[src/design/chnic_pkg.sv]
// Shared types and constants for the click hit test block.
// Used by chnic_ctrl, chnic_dp and click_hit_test_nearest_icon; no dependencies.
`default_nettype none

package chnic_pkg;

    localparam int COORD_W         = 9;
    localparam int DIST_W          = 19;
    localparam int REGNUM_W        = 5;
    localparam int ICONNUM_W       = 6;
    localparam int DEF_MAX_ICONS   = 32;
    localparam int DEF_MAX_REGIONS = 26;

    localparam logic [1:0] ACT_ICON   = 2'd0;
    localparam logic [1:0] ACT_REGION = 2'd1;
    localparam logic [1:0] ACT_CLICK  = 2'd2;

    typedef struct packed {
        logic [1:0]         action;
        logic [COORD_W-1:0] pos_x;
        logic [COORD_W-1:0] pos_y;
        logic [COORD_W-1:0] right_x;
        logic [COORD_W-1:0] bottom_y;
    } t_in_item;

    typedef struct packed {
        logic                 hit_region;
        logic [REGNUM_W-1:0]  region_number;
        logic [ICONNUM_W-1:0] icon_number;
        logic                 none_found;
        logic                 last;
    } t_out_item;

    typedef struct packed {
        logic wr_icon;
        logic wr_region;
        logic ld_click;
        logic rscan_init;
        logic ri_dec;
        logic icon_init;
        logic cov_init;
        logic ri_inc;
        logic cov_set;
        logic sel_icon;
        logic sq;
        logic acc;
        logic ii_inc;
        logic emit_init;
        logic ld_hit;
        logic ld_none;
        logic ld_icon;
    } t_cmd;

    typedef struct packed {
        logic rcnt_zero;
        logic ri_zero;
        logic ri_end;
        logic rhit;
        logic icnt_zero;
        logic ii_last;
        logic have;
        logic cand;
        logic out_last;
    } t_sts;

endpackage

`default_nettype wire

[src/design/chnic_dp.sv]
// Datapath: icon and region tables, distance memory, scan counters and result register.
// Depends on chnic_pkg; driven by commands from chnic_ctrl.
`default_nettype none

module chnic_dp
    import chnic_pkg::*;
#(
    parameter int MAX_ICONS   = DEF_MAX_ICONS,
    parameter int MAX_REGIONS = DEF_MAX_REGIONS
) (
    input  wire logic      i_clk,
    input  wire logic      i_rst_n,
    input  wire t_in_item  i_item,
    input  wire t_cmd      i_cmd,
    output t_sts           o_sts,
    output t_out_item      o_out
);

    localparam int IW  = (MAX_ICONS > 1) ? $clog2(MAX_ICONS) : 1;
    localparam int CW  = $clog2(MAX_ICONS + 1);
    localparam int RAW = (MAX_REGIONS > 1) ? $clog2(MAX_REGIONS) : 1;
    localparam int RCW = $clog2(MAX_REGIONS + 1);

    logic [2*COORD_W-1:0] r_icon_mem [MAX_ICONS];
    logic [2*COORD_W-1:0] r_icon_rd;
    logic [DIST_W-1:0]    r_dist_mem [MAX_ICONS];
    logic [DIST_W-1:0]    r_dist_rd;
    logic [COORD_W-1:0]   r_rl [MAX_REGIONS];
    logic [COORD_W-1:0]   r_rt [MAX_REGIONS];
    logic [COORD_W-1:0]   r_rr [MAX_REGIONS];
    logic [COORD_W-1:0]   r_rb [MAX_REGIONS];
    logic [MAX_ICONS-1:0] r_vis;
    logic [CW-1:0]        r_icnt, r_ii, r_ties;
    logic [RCW-1:0]       r_rcnt, r_ri;
    logic                 r_cov, r_have;
    logic [DIST_W-1:0]    r_best;
    logic [COORD_W-1:0]   r_px, r_py;
    logic [2*COORD_W-1:0] r_dx2, r_dy2;
    t_out_item            r_out;

    logic [COORD_W-1:0]   icon_x, icon_y, pt_x, pt_y, dx, dy;
    logic [DIST_W-1:0]    dsq;
    logic [RAW-1:0]       raddr;
    logic [IW-1:0]        iaddr;

    assign icon_x = r_icon_rd[2*COORD_W-1:COORD_W];
    assign icon_y = r_icon_rd[COORD_W-1:0];
    assign pt_x   = i_cmd.sel_icon ? icon_x : r_px;
    assign pt_y   = i_cmd.sel_icon ? icon_y : r_py;
    assign dx     = (icon_x > r_px) ? icon_x - r_px : r_px - icon_x;
    assign dy     = (icon_y > r_py) ? icon_y - r_py : r_py - icon_y;
    assign dsq    = {1'b0, r_dx2} + {1'b0, r_dy2};
    assign raddr  = r_ri[RAW-1:0];
    assign iaddr  = r_ii[IW-1:0];

    // Icon and distance memories, registered read at the scan index
    always_ff @(posedge i_clk) begin
        if (i_cmd.wr_icon && r_icnt < CW'(MAX_ICONS)) begin
            r_icon_mem[r_icnt[IW-1:0]] <= {i_item.pos_x, i_item.pos_y};
        end
        r_icon_rd <= r_icon_mem[iaddr];
    end

    always_ff @(posedge i_clk) begin
        if (i_cmd.acc) begin
            r_dist_mem[iaddr] <= dsq;
        end
        r_dist_rd <= r_dist_mem[iaddr];
    end

    always_ff @(posedge i_clk) begin
        if (i_cmd.wr_region && r_rcnt < RCW'(MAX_REGIONS)) begin
            r_rl[r_rcnt[RAW-1:0]] <= i_item.pos_x;
            r_rt[r_rcnt[RAW-1:0]] <= i_item.pos_y;
            r_rr[r_rcnt[RAW-1:0]] <= i_item.right_x;
            r_rb[r_rcnt[RAW-1:0]] <= i_item.bottom_y;
        end
    end

    // Control registers
    always_ff @(posedge i_clk) begin
        if (!i_rst_n) begin
            r_icnt <= '0;
            r_rcnt <= '0;
            r_ii   <= '0;
            r_ri   <= '0;
            r_ties <= '0;
            r_cov  <= 1'b0;
            r_have <= 1'b0;
        end else begin
            if (i_cmd.wr_icon && r_icnt < CW'(MAX_ICONS)) begin
                r_icnt <= r_icnt + CW'(1);
            end
            if (i_cmd.wr_region && r_rcnt < RCW'(MAX_REGIONS)) begin
                r_rcnt <= r_rcnt + RCW'(1);
            end
            if (i_cmd.icon_init || i_cmd.emit_init) begin
                r_ii <= '0;
            end else if (i_cmd.ii_inc) begin
                r_ii <= r_ii + CW'(1);
            end
            if (i_cmd.rscan_init) begin
                r_ri <= r_rcnt - RCW'(1);
            end else if (i_cmd.ri_dec) begin
                r_ri <= r_ri - RCW'(1);
            end else if (i_cmd.cov_init) begin
                r_ri <= '0;
            end else if (i_cmd.ri_inc) begin
                r_ri <= r_ri + RCW'(1);
            end
            if (i_cmd.cov_init) begin
                r_cov <= 1'b0;
            end else if (i_cmd.cov_set) begin
                r_cov <= 1'b1;
            end
            if (i_cmd.icon_init) begin
                r_have <= 1'b0;
            end else if (i_cmd.acc && !r_cov && (!r_have || dsq < r_best)) begin
                r_have <= 1'b1;
            end
            if (i_cmd.acc && !r_cov) begin
                if (!r_have || dsq < r_best) begin
                    r_ties <= CW'(1);
                end else if (dsq == r_best) begin
                    r_ties <= r_ties + CW'(1);
                end
            end else if (i_cmd.ld_icon) begin
                r_ties <= r_ties - CW'(1);
            end
        end
    end

    // Payload registers
    always_ff @(posedge i_clk) begin
        if (i_cmd.ld_click) begin
            r_px <= i_item.pos_x;
            r_py <= i_item.pos_y;
        end
        if (i_cmd.sq) begin
            r_dx2 <= dx * dx;
            r_dy2 <= dy * dy;
        end
        if (i_cmd.acc) begin
            r_vis[iaddr] <= !r_cov;
            if (!r_cov && (!r_have || dsq < r_best)) begin
                r_best <= dsq;
            end
        end
        if (i_cmd.ld_hit) begin
            r_out <= '{hit_region: 1'b1, region_number: REGNUM_W'(r_ri) + REGNUM_W'(1),
                       icon_number: '0, none_found: 1'b0, last: 1'b1};
        end else if (i_cmd.ld_none) begin
            r_out <= '{hit_region: 1'b0, region_number: '0, icon_number: '0,
                       none_found: 1'b1, last: 1'b1};
        end else if (i_cmd.ld_icon) begin
            r_out <= '{hit_region: 1'b0, region_number: '0,
                       icon_number: ICONNUM_W'(r_ii) + ICONNUM_W'(1),
                       none_found: 1'b0, last: (r_ties == CW'(1))};
        end
    end

    assign o_sts.rcnt_zero = (r_rcnt == '0);
    assign o_sts.ri_zero   = (r_ri == '0);
    assign o_sts.ri_end    = (r_ri == r_rcnt);
    assign o_sts.rhit      = (r_rl[raddr] <= pt_x) && (pt_x <= r_rr[raddr]) &&
                             (r_rt[raddr] <= pt_y) && (pt_y <= r_rb[raddr]);
    assign o_sts.icnt_zero = (r_icnt == '0);
    assign o_sts.ii_last   = ((r_ii + CW'(1)) == r_icnt);
    assign o_sts.have      = r_have;
    assign o_sts.cand      = r_vis[iaddr] && (r_dist_rd == r_best);
    assign o_sts.out_last  = r_out.last;
    assign o_out           = r_out;

endmodule

`default_nettype wire

[config.mk]
export PLATFORM = sky130hd
export DESIGN_NAME = chnic_dp
export DESIGN_NICKNAME = d
export VERILOG_FILES = /design/src/design/chnic_pkg.sv /design/src/design/chnic_dp.sv
export SDC_FILE = /design/constraint.sdc
export NUM_CORES = 2
export LEC_CHECK = 0
export BUFFER_PORTS_ARGS = -buffer_cell sky130_fd_sc_hd__buf_2
export CAP_MARGIN = 25
export CORE_ASPECT_RATIO = 1.25
export CORE_MARGIN = 2
export CORE_UTILIZATION = 50
export CTS_BUF_LIST = sky130_fd_sc_hd__clkbuf_16
export CTS_CLUSTER_DIAMETER = 100
export DETAILED_ROUTE_END_ITERATION = 12
export PLACE_DENSITY_LB_ADDON = 0.15
export SYNTH_ARGS = -nofsm -noshare
export SYNTH_HDL_FRONTEND = slang
export SYNTH_SLANG_ARGS = --single-unit
[constraint.sdc]
create_clock -name i_clk -period 9 [get_ports i_clk]
set_input_delay 0.45 -clock i_clk [delete_from_list [all_inputs] [get_ports i_clk]]
set_output_delay 0.45 -clock i_clk [all_outputs]
set_load 0.01 [all_outputs]
==> results.json <==
{
  "status": "complete, no violations",
  "fin_setup_tns_ns": 0,
  "cts_tree": "yes",
  "rr_worst_depth": 26,
  "dr.pass1.iters": 5,
  "first_global_vias": 48500,
  "rows": 178,
  "fin_skew_ns": 0.0632,
  "grt-ovfl-total": 0,
  "ys_ff_latch": 2309,
  "dieArea_um2": 193000,
  "cts_buffer_depth": 3,
  "synth_top_cell_area_share_pct": 70.6,
  "synth_largest_area_cell": "edfxtp_1",
  "netlist_instances": 4860,
  "finalWirelength_um": 231000,
  "yosys-top-cells-count": "edfxtp_1, mux4_2, inv_1",
  "holdBufCountCts": 31,
  "antenna_left": 0,
  "fin_nets": 5437,
  "rr_endpoint": "r_dy2[17]$_DFFE_PP_",
  "h-tree-depth": 4,
  "viasPerCell": 5.95,
  "cp.required_ns": 9.57,
  "fin_ws_ns": 1.46,
  "cts.clk_slew.worst_paths_ns": 0.06,
  "finalPower_uw": 33800,
  "drt-initial-drc-count": 4107,
  "ff2ff_setup_slack_ns": 1.46,
  "ios": 80,
  "synth_area_um2": 94800,
  "syn_to_final_growth_pct": 12.8,
  "hold_start": "i_item[21]",
  "grt_pass1_wl_um": 335000,
  "syn_area_per_cell_um2": 19.5,
  "arrival_ns": 8.10,
  "yosysMostFrequentCell": "edfxtp_1",
  "yosysSeqAreaShare_pct": 72.3,
  "hold_path_depth": 1,
  "start_util_pct": 50.3,
  "p_per_area_nw_per_um2": 316,
  "wire_per_inst_um": 29.5,
  "reg2reg_from": "r_icon_rd[1]$_DFF_P_",
  "gp_congestion": 0.860,
  "crit_path_start": "r_icon_rd[1]$_DFF_P_",
  "synth.area.top_cells": "edfxtp_1, mux4_2, ha_1",
  "clock.fmax_mhz": 133,
  "synth_nets": 5185,
  "finalMaxSlewViolations": 0,
  "critical_path_class": "register to register",
  "crit_fanout": 9,
  "post-cts-setup-buffer-count": 0,
  "die_x_um": 393,
  "die_h_um": 491,
  "num_vias": 46700,
  "cts_root_buffer": "clkbuf_16",
  "slew_headroom_pct": 31.6,
  "ys_warn_count": 0,
  "cts.sinks": 2309,
  "remaining_drc_errors": 0,
  "crit_path_end_kind": "register",
  "antenna_found_initial": 11,
  "post-route-util_pct": 56.7,
  "hpwlAfterDp_um": 137000,
  "cap_violations": 0,
  "fin_crit_ns": 7.54,
  "portBuffers": 77,
  "setup.worst_path.end": "r_dy2[17]$_DFFE_PP_",
  "ctsResizeCount": 0,
  "hold_class": "input port to register",
  "grt_usage_pct": 24.0,
  "grt_max_degree": 109,
  "place_ws_ns": 1.45,
  "fin_crit_sh_pct": 83.7,
  "clkLatencyLatePin_ns": 0.87,
  "drive_gt1_share_pct": 23.7,
  "peakVddDrop_mv": 0.472,
  "synth_edf_count": 2228,
  "ys_async_sr_fraction_pct": 0,
  "synth-main-ff-cell": "edfxtp_1",
  "hold_viol_final": 0,
  "core_um2": 188000,
  "grt_setup_unrepaired": "no",
  "ys_types": 84,
  "worstMarginPinSlew_ns": 1.02,
  "setup_violations": 0,
  "power_leakage_uw": 0.0349,
  "cts_inserted_buffers": 217,
  "start_kind": "register"
}
## kinds of logic (layout without fill, tap and decap cells)
family | after synthesis | count (layout) | synth area share (%)
mux | 643 | 643 | 14.2
compound gates | 481 | 481 | 3.51
flops | 2309 | 2309 | 72.3
simple gates | 584 | 584 | 3.02
xor+xnor | 113 | 113 | 1.07
fa+ha+maj | 268 | 268 | 4.10
other cells | 0 | 18 | 0
buf+inv | 462 | 903 | 1.86
## placed cells by master, fill, tap and decap left out, types with 26 or more instances in the layout
cell type	n
clkinv_1	65
nor2_1	133
a21o_1	26
nand4_1	58
clkinv_2	37
nor2_2	51
dlygate4sd3_1	31
inv_1	282
xnor2_1	67
o21a_1	36
buf_4	126
xor2_1	30
a21oi_1	105
mux4_2	556
nor2b_1	63
nand2_1	102
a22oi_1	149
ha_1	197
fa_1	71
edfxtp_1	2228
clkbuf_16	218
o21ai_0	40
dfxtp_1	74
a211oi_1	54
buf_2	77
nor2_4	34
mux2i_1	67
## flip-flops by register name, summed over array words and instances (netlist names), 9 cells and up, named ones only
register / cells
r_dist_rd: 19
r_best: 19
r_rb: 234
r_rr: 234
r_dy2: 17
r_vis: 32
r_icon_mem: 576
r_rl: 234
r_py: 9
r_icon_rd: 18
r_rt: 234
o_out: 14
r_dist_mem: 608
r_px: 9
r_dx2: 17
## power by group
part / total (uW) / switching, uW / internal (uW)
Sequential: 14200 / 180 / 14000
Combinational: 10600 / 6400 / 4150
Clock: 9070 / 3990 / 5080
## cell type report
cell class / count / area, um^2
diodes: 18 / 45.0
clock buffers: 218 / 5460
clock inverters: 190 / 1670
fillers: 14100 / 81500
inverters: 239 / 900
multi-input cells: 2089 / 25000
flip-flops and latches: 2309 / 68500
well taps: 2520 / 3150
repair buffers: 256 / 2120
## layer usage
metal / GRT usage, % / share of wire (%) / vias to the layer above
met5: 0 / 0.0056 / -
met4: 8.91 / 3.9 / 2
met3: 3.35 / 5.0 / 342
met2: 42.5 / 53 / 1390
met1: 30.2 / 39 / 24800
li1: - / - / 20100
## metrics by stage
stage / std cells / hold slack, ns / instance area [um^2]
floorplan: 4860 / 0.444 / 94800
global placement: 7367 / 0.430 / 99100
detailed placement: 7382 / 0.445 / 99400
CTS: 7821 / 0.00735 / 107000
global route: 7832 / 0.0229 / 107000
finish: 7839 / 0.0603 / 107000
## critical path, cell delays in order, from the launching register on
cell      delay, ns
dfxtp_1        0.40
inv_1          0.10
ha_1           0.34
nor2b_1        0.16
o2111a_1       0.23
a211oi_1       0.37
a211o_2        0.30
nand2_4        0.11
mux2i_1        0.16
xnor2_1        0.79
nor2_1         0.20
fa_1           0.48
fa_1           0.51
inv_1          0.06
fa_1           0.48
fa_1           0.48
inv_1          0.04
ha_1           0.30
o21ai_0        0.09
o21a_1         0.19
o21ai_0        0.22
a21oi_1        0.14
nand2b_1       0.15
a21boi_0       0.27
o211ai_1       0.19
o21a_1         0.22
xnor3_1        0.32
## worst min-delay path by stage
stage | end
after global routing | r_icon_mem[7][3]$_DFFE_PP_
after global placement | o_out[13]$_SDFFE_PP1P_
after detailed placement | o_out[13]$_SDFFE_PP1P_
after floorplan | r_have$_SDFFE_PP0P_
final | r_icon_mem[4][3]$_DFFE_PP_
after CTS | r_icon_mem[4][3]$_DFFE_PP_
Power figures use the tool's default switching activity.
