--- src/design/chnic_pkg.sv ---
// Shared types and constants for the click hit test block.
// Used by chnic_ctrl, chnic_dp and click_hit_test_nearest_icon; no dependencies.
`default_nettype none

package chnic_pkg;

    localparam int COORD_W         = 9;
    localparam int DIST_W          = 19;
    localparam int REGNUM_W        = 5;
    localparam int ICONNUM_W       = 6;
    localparam int DEF_MAX_ICONS   = 32;
    localparam int DEF_MAX_REGIONS = 26;

    localparam logic [1:0] ACT_ICON   = 2'd0;
    localparam logic [1:0] ACT_REGION = 2'd1;
    localparam logic [1:0] ACT_CLICK  = 2'd2;

    typedef struct packed {
        logic [1:0]         action;
        logic [COORD_W-1:0] pos_x;
        logic [COORD_W-1:0] pos_y;
        logic [COORD_W-1:0] right_x;
        logic [COORD_W-1:0] bottom_y;
    } t_in_item;

    typedef struct packed {
        logic                 hit_region;
        logic [REGNUM_W-1:0]  region_number;
        logic [ICONNUM_W-1:0] icon_number;
        logic                 none_found;
        logic                 last;
    } t_out_item;

    typedef struct packed {
        logic wr_icon;
        logic wr_region;
        logic ld_click;
        logic rscan_init;
        logic ri_dec;
        logic icon_init;
        logic cov_init;
        logic ri_inc;
        logic cov_set;
        logic sel_icon;
        logic sq;
        logic acc;
        logic ii_inc;
        logic emit_init;
        logic ld_hit;
        logic ld_none;
        logic ld_icon;
    } t_cmd;

    typedef struct packed {
        logic rcnt_zero;
        logic ri_zero;
        logic ri_end;
        logic rhit;
        logic icnt_zero;
        logic ii_last;
        logic have;
        logic cand;
        logic out_last;
    } t_sts;

endpackage

`default_nettype wire

--- src/design/chnic_ctrl.sv ---
// Controller state machine: sequences region scan, icon scan and result emission.
// Depends on chnic_pkg; drives chnic_dp through command and status structs.
`default_nettype none

module chnic_ctrl
    import chnic_pkg::*;
(
    input  wire logic       i_clk,
    input  wire logic       i_rst_n,
    input  wire logic       i_in_valid,
    input  wire logic [1:0] i_action,
    input  wire logic       i_out_ready,
    input  wire t_sts       i_sts,
    output logic            o_in_ready,
    output logic            o_out_valid,
    output t_cmd            o_cmd
);

    typedef enum logic [8:0] {
        S_IDLE  = 9'b000000001,
        S_RSCAN = 9'b000000010,
        S_IRD   = 9'b000000100,
        S_COV   = 9'b000001000,
        S_SQ    = 9'b000010000,
        S_ACC   = 9'b000100000,
        S_ERD   = 9'b001000000,
        S_ECHK  = 9'b010000000,
        S_OUT   = 9'b100000000
    } t_state;

    t_state r_state, n_state;

    always_ff @(posedge i_clk) begin
        if (!i_rst_n) begin
            r_state <= S_IDLE;
        end else begin
            r_state <= n_state;
        end
    end

    assign o_in_ready  = (r_state == S_IDLE);
    assign o_out_valid = (r_state == S_OUT);

    always_comb begin
        n_state = r_state;
        o_cmd   = '0;
        unique case (r_state)
            S_IDLE: begin
                if (i_in_valid) begin
                    unique case (i_action)
                        ACT_ICON:   o_cmd.wr_icon = 1'b1;
                        ACT_REGION: o_cmd.wr_region = 1'b1;
                        ACT_CLICK: begin
                            o_cmd.ld_click   = 1'b1;
                            o_cmd.rscan_init = 1'b1;
                            n_state          = S_RSCAN;
                        end
                        default: ;
                    endcase
                end
            end
            S_RSCAN: begin
                if (!i_sts.rcnt_zero && i_sts.rhit) begin
                    o_cmd.ld_hit = 1'b1;
                    n_state      = S_OUT;
                end else if (i_sts.rcnt_zero || i_sts.ri_zero) begin
                    o_cmd.icon_init = 1'b1;
                    if (i_sts.icnt_zero) begin
                        o_cmd.ld_none = 1'b1;
                        n_state       = S_OUT;
                    end else begin
                        n_state = S_IRD;
                    end
                end else begin
                    o_cmd.ri_dec = 1'b1;
                end
            end
            S_IRD: begin
                o_cmd.cov_init = 1'b1;
                n_state        = S_COV;
            end
            S_COV: begin
                o_cmd.sel_icon = 1'b1;
                if (i_sts.ri_end) begin
                    n_state = S_SQ;
                end else if (i_sts.rhit) begin
                    o_cmd.cov_set = 1'b1;
                    n_state       = S_SQ;
                end else begin
                    o_cmd.ri_inc = 1'b1;
                end
            end
            S_SQ: begin
                o_cmd.sq = 1'b1;
                n_state  = S_ACC;
            end
            S_ACC: begin
                o_cmd.acc = 1'b1;
                if (i_sts.ii_last) begin
                    o_cmd.emit_init = 1'b1;
                    n_state         = S_ERD;
                end else begin
                    o_cmd.ii_inc = 1'b1;
                    n_state      = S_IRD;
                end
            end
            S_ERD: begin
                if (!i_sts.have) begin
                    o_cmd.ld_none = 1'b1;
                    n_state       = S_OUT;
                end else begin
                    n_state = S_ECHK;
                end
            end
            S_ECHK: begin
                if (i_sts.cand) begin
                    o_cmd.ld_icon = 1'b1;
                    n_state       = S_OUT;
                end else begin
                    o_cmd.ii_inc = 1'b1;
                    n_state      = S_ERD;
                end
            end
            S_OUT: begin
                if (i_out_ready) begin
                    if (i_sts.out_last) begin
                        n_state = S_IDLE;
                    end else begin
                        o_cmd.ii_inc = 1'b1;
                        n_state      = S_ERD;
                    end
                end
            end
            default: n_state = S_IDLE;
        endcase
    end

endmodule

`default_nettype wire

--- config.mk ---
export PLATFORM = sky130hd
export DESIGN_NAME = chnic_ctrl
export DESIGN_NICKNAME = d
export VERILOG_FILES = /design/src/design/chnic_pkg.sv /design/src/design/chnic_ctrl.sv
export SDC_FILE = /design/constraint.sdc
export NUM_CORES = 1
export LEC_CHECK = 0
export ABC_AREA = 0
export BUFFER_PORTS_ARGS = -buffer_cell sky130_fd_sc_hd__buf_2
export CAP_MARGIN = 30
export CELL_PAD_IN_SITES_DETAIL_PLACEMENT = 0
export CELL_PAD_IN_SITES_GLOBAL_PLACEMENT = 1
export CORE_UTILIZATION = 29
export DETAILED_ROUTE_END_ITERATION = 16
export PLACE_DENSITY_LB_ADDON = 0.25
export SYNTH_ARGS = -nofsm -noshare
export SYNTH_HDL_FRONTEND = slang
export SYNTH_SLANG_ARGS = --single-unit
--- constraint.sdc ---
create_clock -name i_clk -period 1.65 [get_ports i_clk]
set_input_delay 0.165 -clock i_clk [delete_from_list [all_inputs] [get_ports i_clk]]
set_output_delay 0.165 -clock i_clk [all_outputs]
set_load 0.05 [all_outputs]
==> reports/results.tsv, run 1 <==
stage	metric	value	unit
status	outcome	finished, violations left	
status	violations	setup timing	
critical_path	max_stage_delay	0.55	ns
route	dr_total_vias	1058	
route	postRouteAntennaNets	0	
critical_path	cp_cell_sequence	or4_4 > nor2_4 > nand2_2 > or2_4 > nor3_4 > buf_6	
power	combPwrFrac	33.8	%
global_routing	antenna_found_initial	0	
place	hpwl	2030	um
route	wl_per_cell	14.5	um
clock_tree	cts.clk_slew.worst_paths	0.07	ns
clock_tree	cts_buffers	3	
critical_path	crit_required	1.48	ns
timing	worst_slack	-0.504	ns
global_routing	globalRouteMet1Util	25.1	%
global_routing	grt_pass1_vias	1023	
place	place_area	1320	um2
route	totalWireLength	2980	um
clock_tree	cts_hold_buf	0	
logic_synthesis	async_flop_share	0	%
timing	rsz0062_at_grt	yes	
critical_path	start_kind	register	
timing	tightest_slew	0.424	ns
timing	drv_slew	0	
power	swShare	32.8	%
finish	antennaDiodeCount	0	
route	viasPerCell	5.16	
timing	relSlewSlack	71.4	%
logic_synthesis	seq_area_frac_synth	23.0	%
logic_synthesis	synth_area	785	um2
critical_path	arrival	1.99	ns
critical_path	r2r_start	r_state[5]	
clock_tree	cts_tree	built	
floorplan	die_w	54.0	um
timing	setup_tns	-8.61	ns
clock_tree	htree_levels	1	
global_routing	grt_usage	22.2	%
place	portBuffers	33	
place	placed_cells	193	
finish	largest_register	r_state	
timing	clock_skew	0.00354	ns
finish	largest_reg_flops	9	
critical_path	startpoint	r_state[5]	
timing	finalWorstPathRequiredPeriod	2.15	ns
logic_synthesis	syn_area_per_cell	7.40	um2
timing	clock.fmax	464	MHz
place	gp_congestion	0.853	
route	drc	0	
floorplan	ios	34	
global_routing	top_usage_layer	met2	
clock_tree	cts_sinks	9	
floorplan	start_util	31.1	%
finish	area_delta_synth_final	118	%
finish	reg_top3	r_state x9	
power	ir_drop	0.000349	V
floorplan	core_area	2520	um2
power	p_per_area	357	nW/um2
logic_synthesis	synth_edf_count	0	
finish	final_cell_area	1710	um2
hold_path	worstHoldStart	i_sts[2]	
global_routing	grtUsageMet2	40.1	%
global_routing	grt_pass1_wl	4550	um
global_routing	met3_usage	5.65	%
power	p_clk_share	29.8	%
critical_path	cp_slowest_cell	or4_4	
global_routing	grt_max_degree	10	
power	p_int	0.409	mW
route	first_iter_violations	14	
finish	drive_above_1_share	68.0	%
clock_tree	clk_latency	0.27	ns
logic_synthesis	ys.flop_type	dfxtp_1	
hold_path	hp-class	input port to register	
critical_path	worst-setup-path-type	register to output port	
critical_path	end_kind	output port	
power	p_seq_share	36.4	%
floorplan	die_area	2920	um2
clock_tree	cts-root-buf	clkbuf_4	
global_routing	overflow	0	
job	maxCapViolCount	0	
logic_synthesis	ys_warn_count	0	
finish	instances_no_fill	205	
logic_synthesis	synth_cells	106	
logic_synthesis	syn_nets	121	
route	dr.pass1.iters	4	
logic_synthesis	ys_types	43	
critical_path	crit_fanout	4	
finish	final_util	67.7	%
logic_synthesis	synth-seq-cells	9	
clock_tree	cts.path.max_buffers	2	
floorplan	num_rows	18	
finish	layout.nets	191	
timing	hold_viol	0	
power	finalPower	0.609	mW
timing	period_share	131	%
timing	setup_viol	26	
timing	whs	0.145	ns
power	switching_power	0.200	mW
power	p_leak	0.728	nW
place	dp_slack	-0.383	ns
floorplan	die-height	54.0	um
[kinds of logic after synthesis]
group / share of synthesized area, %
simple gates: 49.0
compound gates: 19.0
buf+inv: 7.97
flops: 23.0
xor+xnor: 1.12
[Yosys cell counts (all sizes together) (3+ instances only)]
| master | instances | area, um2 |
|---|---|---|
| dfxtp | 9 | 180 |
| and3 | 3 | 18.8 |
| nor2 | 16 | 67.6 |
| nand2 | 8 | 30.0 |
| nor3 | 4 | 25.0 |
| nand3 | 4 | 20.0 |
| or3 | 3 | 23.8 |
| nor4b | 5 | 43.8 |
| buf | 5 | 36.3 |
| nand2b | 3 | 18.8 |
| a21oi | 4 | 20.0 |
| nor4 | 4 | 31.3 |
| inv | 6 | 22.5 |
| nor2b | 5 | 31.3 |
[layout by cell type (no fill, tap or decap), drive strengths merged, types with 2 or more instances in the layout]
| cell type | count |
|---|---|
| a21oi | 4 |
| a22o | 2 |
| and3 | 3 |
| buf | 71 |
| clkbuf | 4 |
| clkinvlp | 2 |
| dfxtp | 9 |
| inv | 4 |
| nand2 | 8 |
| nand2b | 3 |
| nand3 | 4 |
| nand3b | 2 |
| nor2 | 16 |
| nor2b | 5 |
| nor3 | 4 |
| nor4 | 4 |
| nor4b | 5 |
| o211ai | 2 |
| o21a | 2 |
| o21ai | 2 |
| or3 | 3 |
| or4 | 2 |
[power groups by stage]
| stage | Sequential, mW | Clock, mW | Combinational [mW] |
|---|---|---|---|
| after floorplan | 0.227 | 0 | 0.0908 |
| after global placement | 0.226 | 0 | 0.147 |
| after detailed placement | 0.227 | 0 | 0.151 |
| after CTS | 0.222 | 0.173 | 0.188 |
| after global routing | 0.222 | 0.190 | 0.218 |
| final | 0.222 | 0.181 | 0.206 |
[per-layer routing]
layer / vias up / routed length, um
li1: 534 / -
met1: 494 / 1250
met2: 26 / 1580
met3: 4 / 133
met4: 0 / 21
met5: - / 0
[critical path, delay by kind of cell, from the launching register on]
kind | cells | cell delay, ns
and+or+nand+nor | 5 | 1.21
DFF | 1 | 0.33
buffers and inverters | 1 | 0.18
[path summary, 6_finish.rpt]
| path | slack (ns) | endpoint | cells past startpoint |
|---|---|---|---|
| worst max-delay path | -0.50 | o_cmd[8] | 6 |
| worst min-delay path | 0.14 | r_state[7] | 3 |
| worst max register to register | -0.32 | r_state[0] | 7 |
| worst min register to register | 0.68 | r_state[0] | 3 |
[timing repair]
| item | in CTS | in global routing |
|---|---|---|
| resized for setup | 69 | 11 |
| setup buffers | 5 | 5 |
| pin swaps | 16 | 11 |
| endpoints found under the setup margin | 27 | 26 |
[area by class of cell]
cell class / count / area [um2]
inverter: 6 / 30.0
fill: 212 / 815
multi-input combinational: 85 / 790
tap: 30 / 37.5
sequential: 9 / 188
clock buffer: 4 / 26.3
timing repair buffer: 71 / 637
Note: power is estimated with default switching activity, not from simulation.
==> run 2: changes to the inputs <==
Settings changed: CAP_MARGIN 30 to 20, CORE_ASPECT_RATIO set to 1.25.
==> reports/results.tsv, run 2 (synthesized netlist as in run 1, its figures left out) <==
stage	metric	value	unit
place	hpwl	2180	um
critical_path	worst-setup-path-type	register to output port	
finish	filler_cell_count	196	
timing	tightest_slew	0.348	ns
route	drc	0	
critical_path	cp_cell_sequence	buf_6 > or4b_4 > or3_4 > o221ai_4 > buf_6	
power	p_seq_share	36.4	%
power	ir_drop	0.000345	V
clock_tree	cts.path.max_buffers	2	
timing	clock_skew	0.00250	ns
route	viasPerCell	5.17	
critical_path	crit_fanout	3	
clock_tree	cts_buffers	3	
route	dr.pass1.iters	4	
timing	whs	0.156	ns
global_routing	antenna_found_initial	0	
place	placed_cells	195	
clock_tree	cts_tree	built	
global_routing	grt_usage	22.3	%
global_routing	grt_max_degree	10	
finish	largest_register	r_state	
clock_tree	clk_latency	0.27	ns
power	p_int	0.410	mW
timing	finalWorstPathRequiredPeriod	2.13	ns
floorplan	die-height	60.2	um
route	dr_total_vias	1090	
global_routing	grt_pass1_vias	1090	
critical_path	cpMostUsedCell	buf_6	
clock_tree	htree_levels	1	
place	gp_congestion	0.889	
timing	hold_viol	0	
route	totalWireLength	3120	um
finish	antennaDiodeCount	0	
timing	clock.fmax	470	MHz
timing	setup_viol	26	
status	outcome	finished, violations left	
timing	drv_slew	0	
power	swShare	32.8	%
timing	worst_slack	-0.480	ns
clock_tree	cts_sinks	9	
route	wl_per_cell	14.8	um
finish	drive_above_1_share	68.0	%
critical_path	crit_required	1.48	ns
job	maxCapViolCount	0	
floorplan	num_rows	20	
global_routing	overflow	0	
finish	reg_top3	r_state x9	
clock_tree	cts.clk_slew.worst_paths	0.06	ns
critical_path	cp_slowest_cell	or4b_4	
power	p_per_area	345	nW/um2
floorplan	die_w	48.5	um
finish	final_common_cell	buf_4	
clock_tree	cts_hold_buf	0	
floorplan	ios	34	
critical_path	worst-path-buf-inv	2	
hold_path	hp-class	input port to register	
floorplan	start_util	31.3	%
power	p_clk_share	29.5	%
clock_tree	cts-root-buf	clkbuf_4	
timing	rsz0062_at_grt	yes	
finish	area_delta_synth_final	126	%
critical_path	max_stage_delay	0.54	ns
status	violations	setup timing	
floorplan	core_area	2500	um2
place	portBuffers	33	
finish	largest_reg_flops	9	
finish	layout.nets	194	
power	combPwrFrac	34.1	%
power	switching_power	0.200	mW
finish	instances_no_fill	211	
timing	relSlewSlack	76.8	%
critical_path	end_kind	output port	
timing	period_share	129	%
finish	layout_common_cells	buf_4, buf_6, buf_2, buf_8, nor2_1	
global_routing	grt_pass1_wl	4820	um
route	first_iter_violations	23	
route	postRouteAntennaNets	0	
critical_path	arrival	1.96	ns
critical_path	path_delay_family	simple AND/OR/NAND/NOR gates	
power	p_leak	0.740	nW
critical_path	start_kind	register	
floorplan	die_area	2920	um2
## run 2: final timing paths
check,startpoint,end,slack [ns],depth (start not counted)
min,i_sts[2],r_state[7],0.16,3
min reg2reg,r_state[6],r_state[6],0.66,2
max reg2reg,r_state[5],r_state[0],-0.31,7
max,r_state[5],o_cmd[4],-0.48,5
## run 2: worst min-delay path, cell delays in order
cell     delay, ns
buf_2         0.13
nand2_1       0.06
nor2_1        0.04
## run 2: stage by stage
stage,cell area [um2],utilization (%),setup WS [ns],setup TNS [ns],total power [mW]
6_report,1770,70.7,-0.480,-8.32,0.610
5_1_grt,1770,70.7,-0.541,-10.17,0.637
4_1_cts,1640,65.6,-0.480,-7.65,0.592
3_5_place_dp,1310,52.4,-0.334,-4.15,0.378
3_3_place_gp,1310,52.4,-0.312,-4.01,0.375
2_1_floorplan,943,-,-0.418,-4.12,0.318
## run 2: area by class of cell
class	instances	area (um2)	share of cell area, %
Tap cell	33	41.3	2.33
Inverter	6	30.0	1.70
Multi-Input combinational cell	85	792	44.8
Timing Repair Buffer	74	693	39.2
Clock buffer	4	26.3	1.49
Sequential cell	9	186	10.5
## run 2: power groups by stage
stage / logic, mW / clock network [mW] / registers (mW)
final: 0.208 / 0.180 / 0.222
after detailed placement: 0.151 / 0 / 0.227
after CTS: 0.184 / 0.186 / 0.222
after floorplan: 0.0908 / 0 / 0.227
after global placement: 0.149 / 0 / 0.226
after global routing: 0.221 / 0.193 / 0.222
## run 2: what timing repair did
action,in CTS,in global routing
gates resized for setup,71,21
endpoints found under the hold margin,0,0
setup buffers,6,9
setup endpoints to repair,27,27
pin swaps,11,9
## run 2: routing by layer
layer	up-vias	track usage [%]	wire, um
met4	0	13.4	114
met3	11	3.56	118
met2	41	45.1	1780
met1	505	21.4	1110
met5	-	0	0
li1	533	-	-
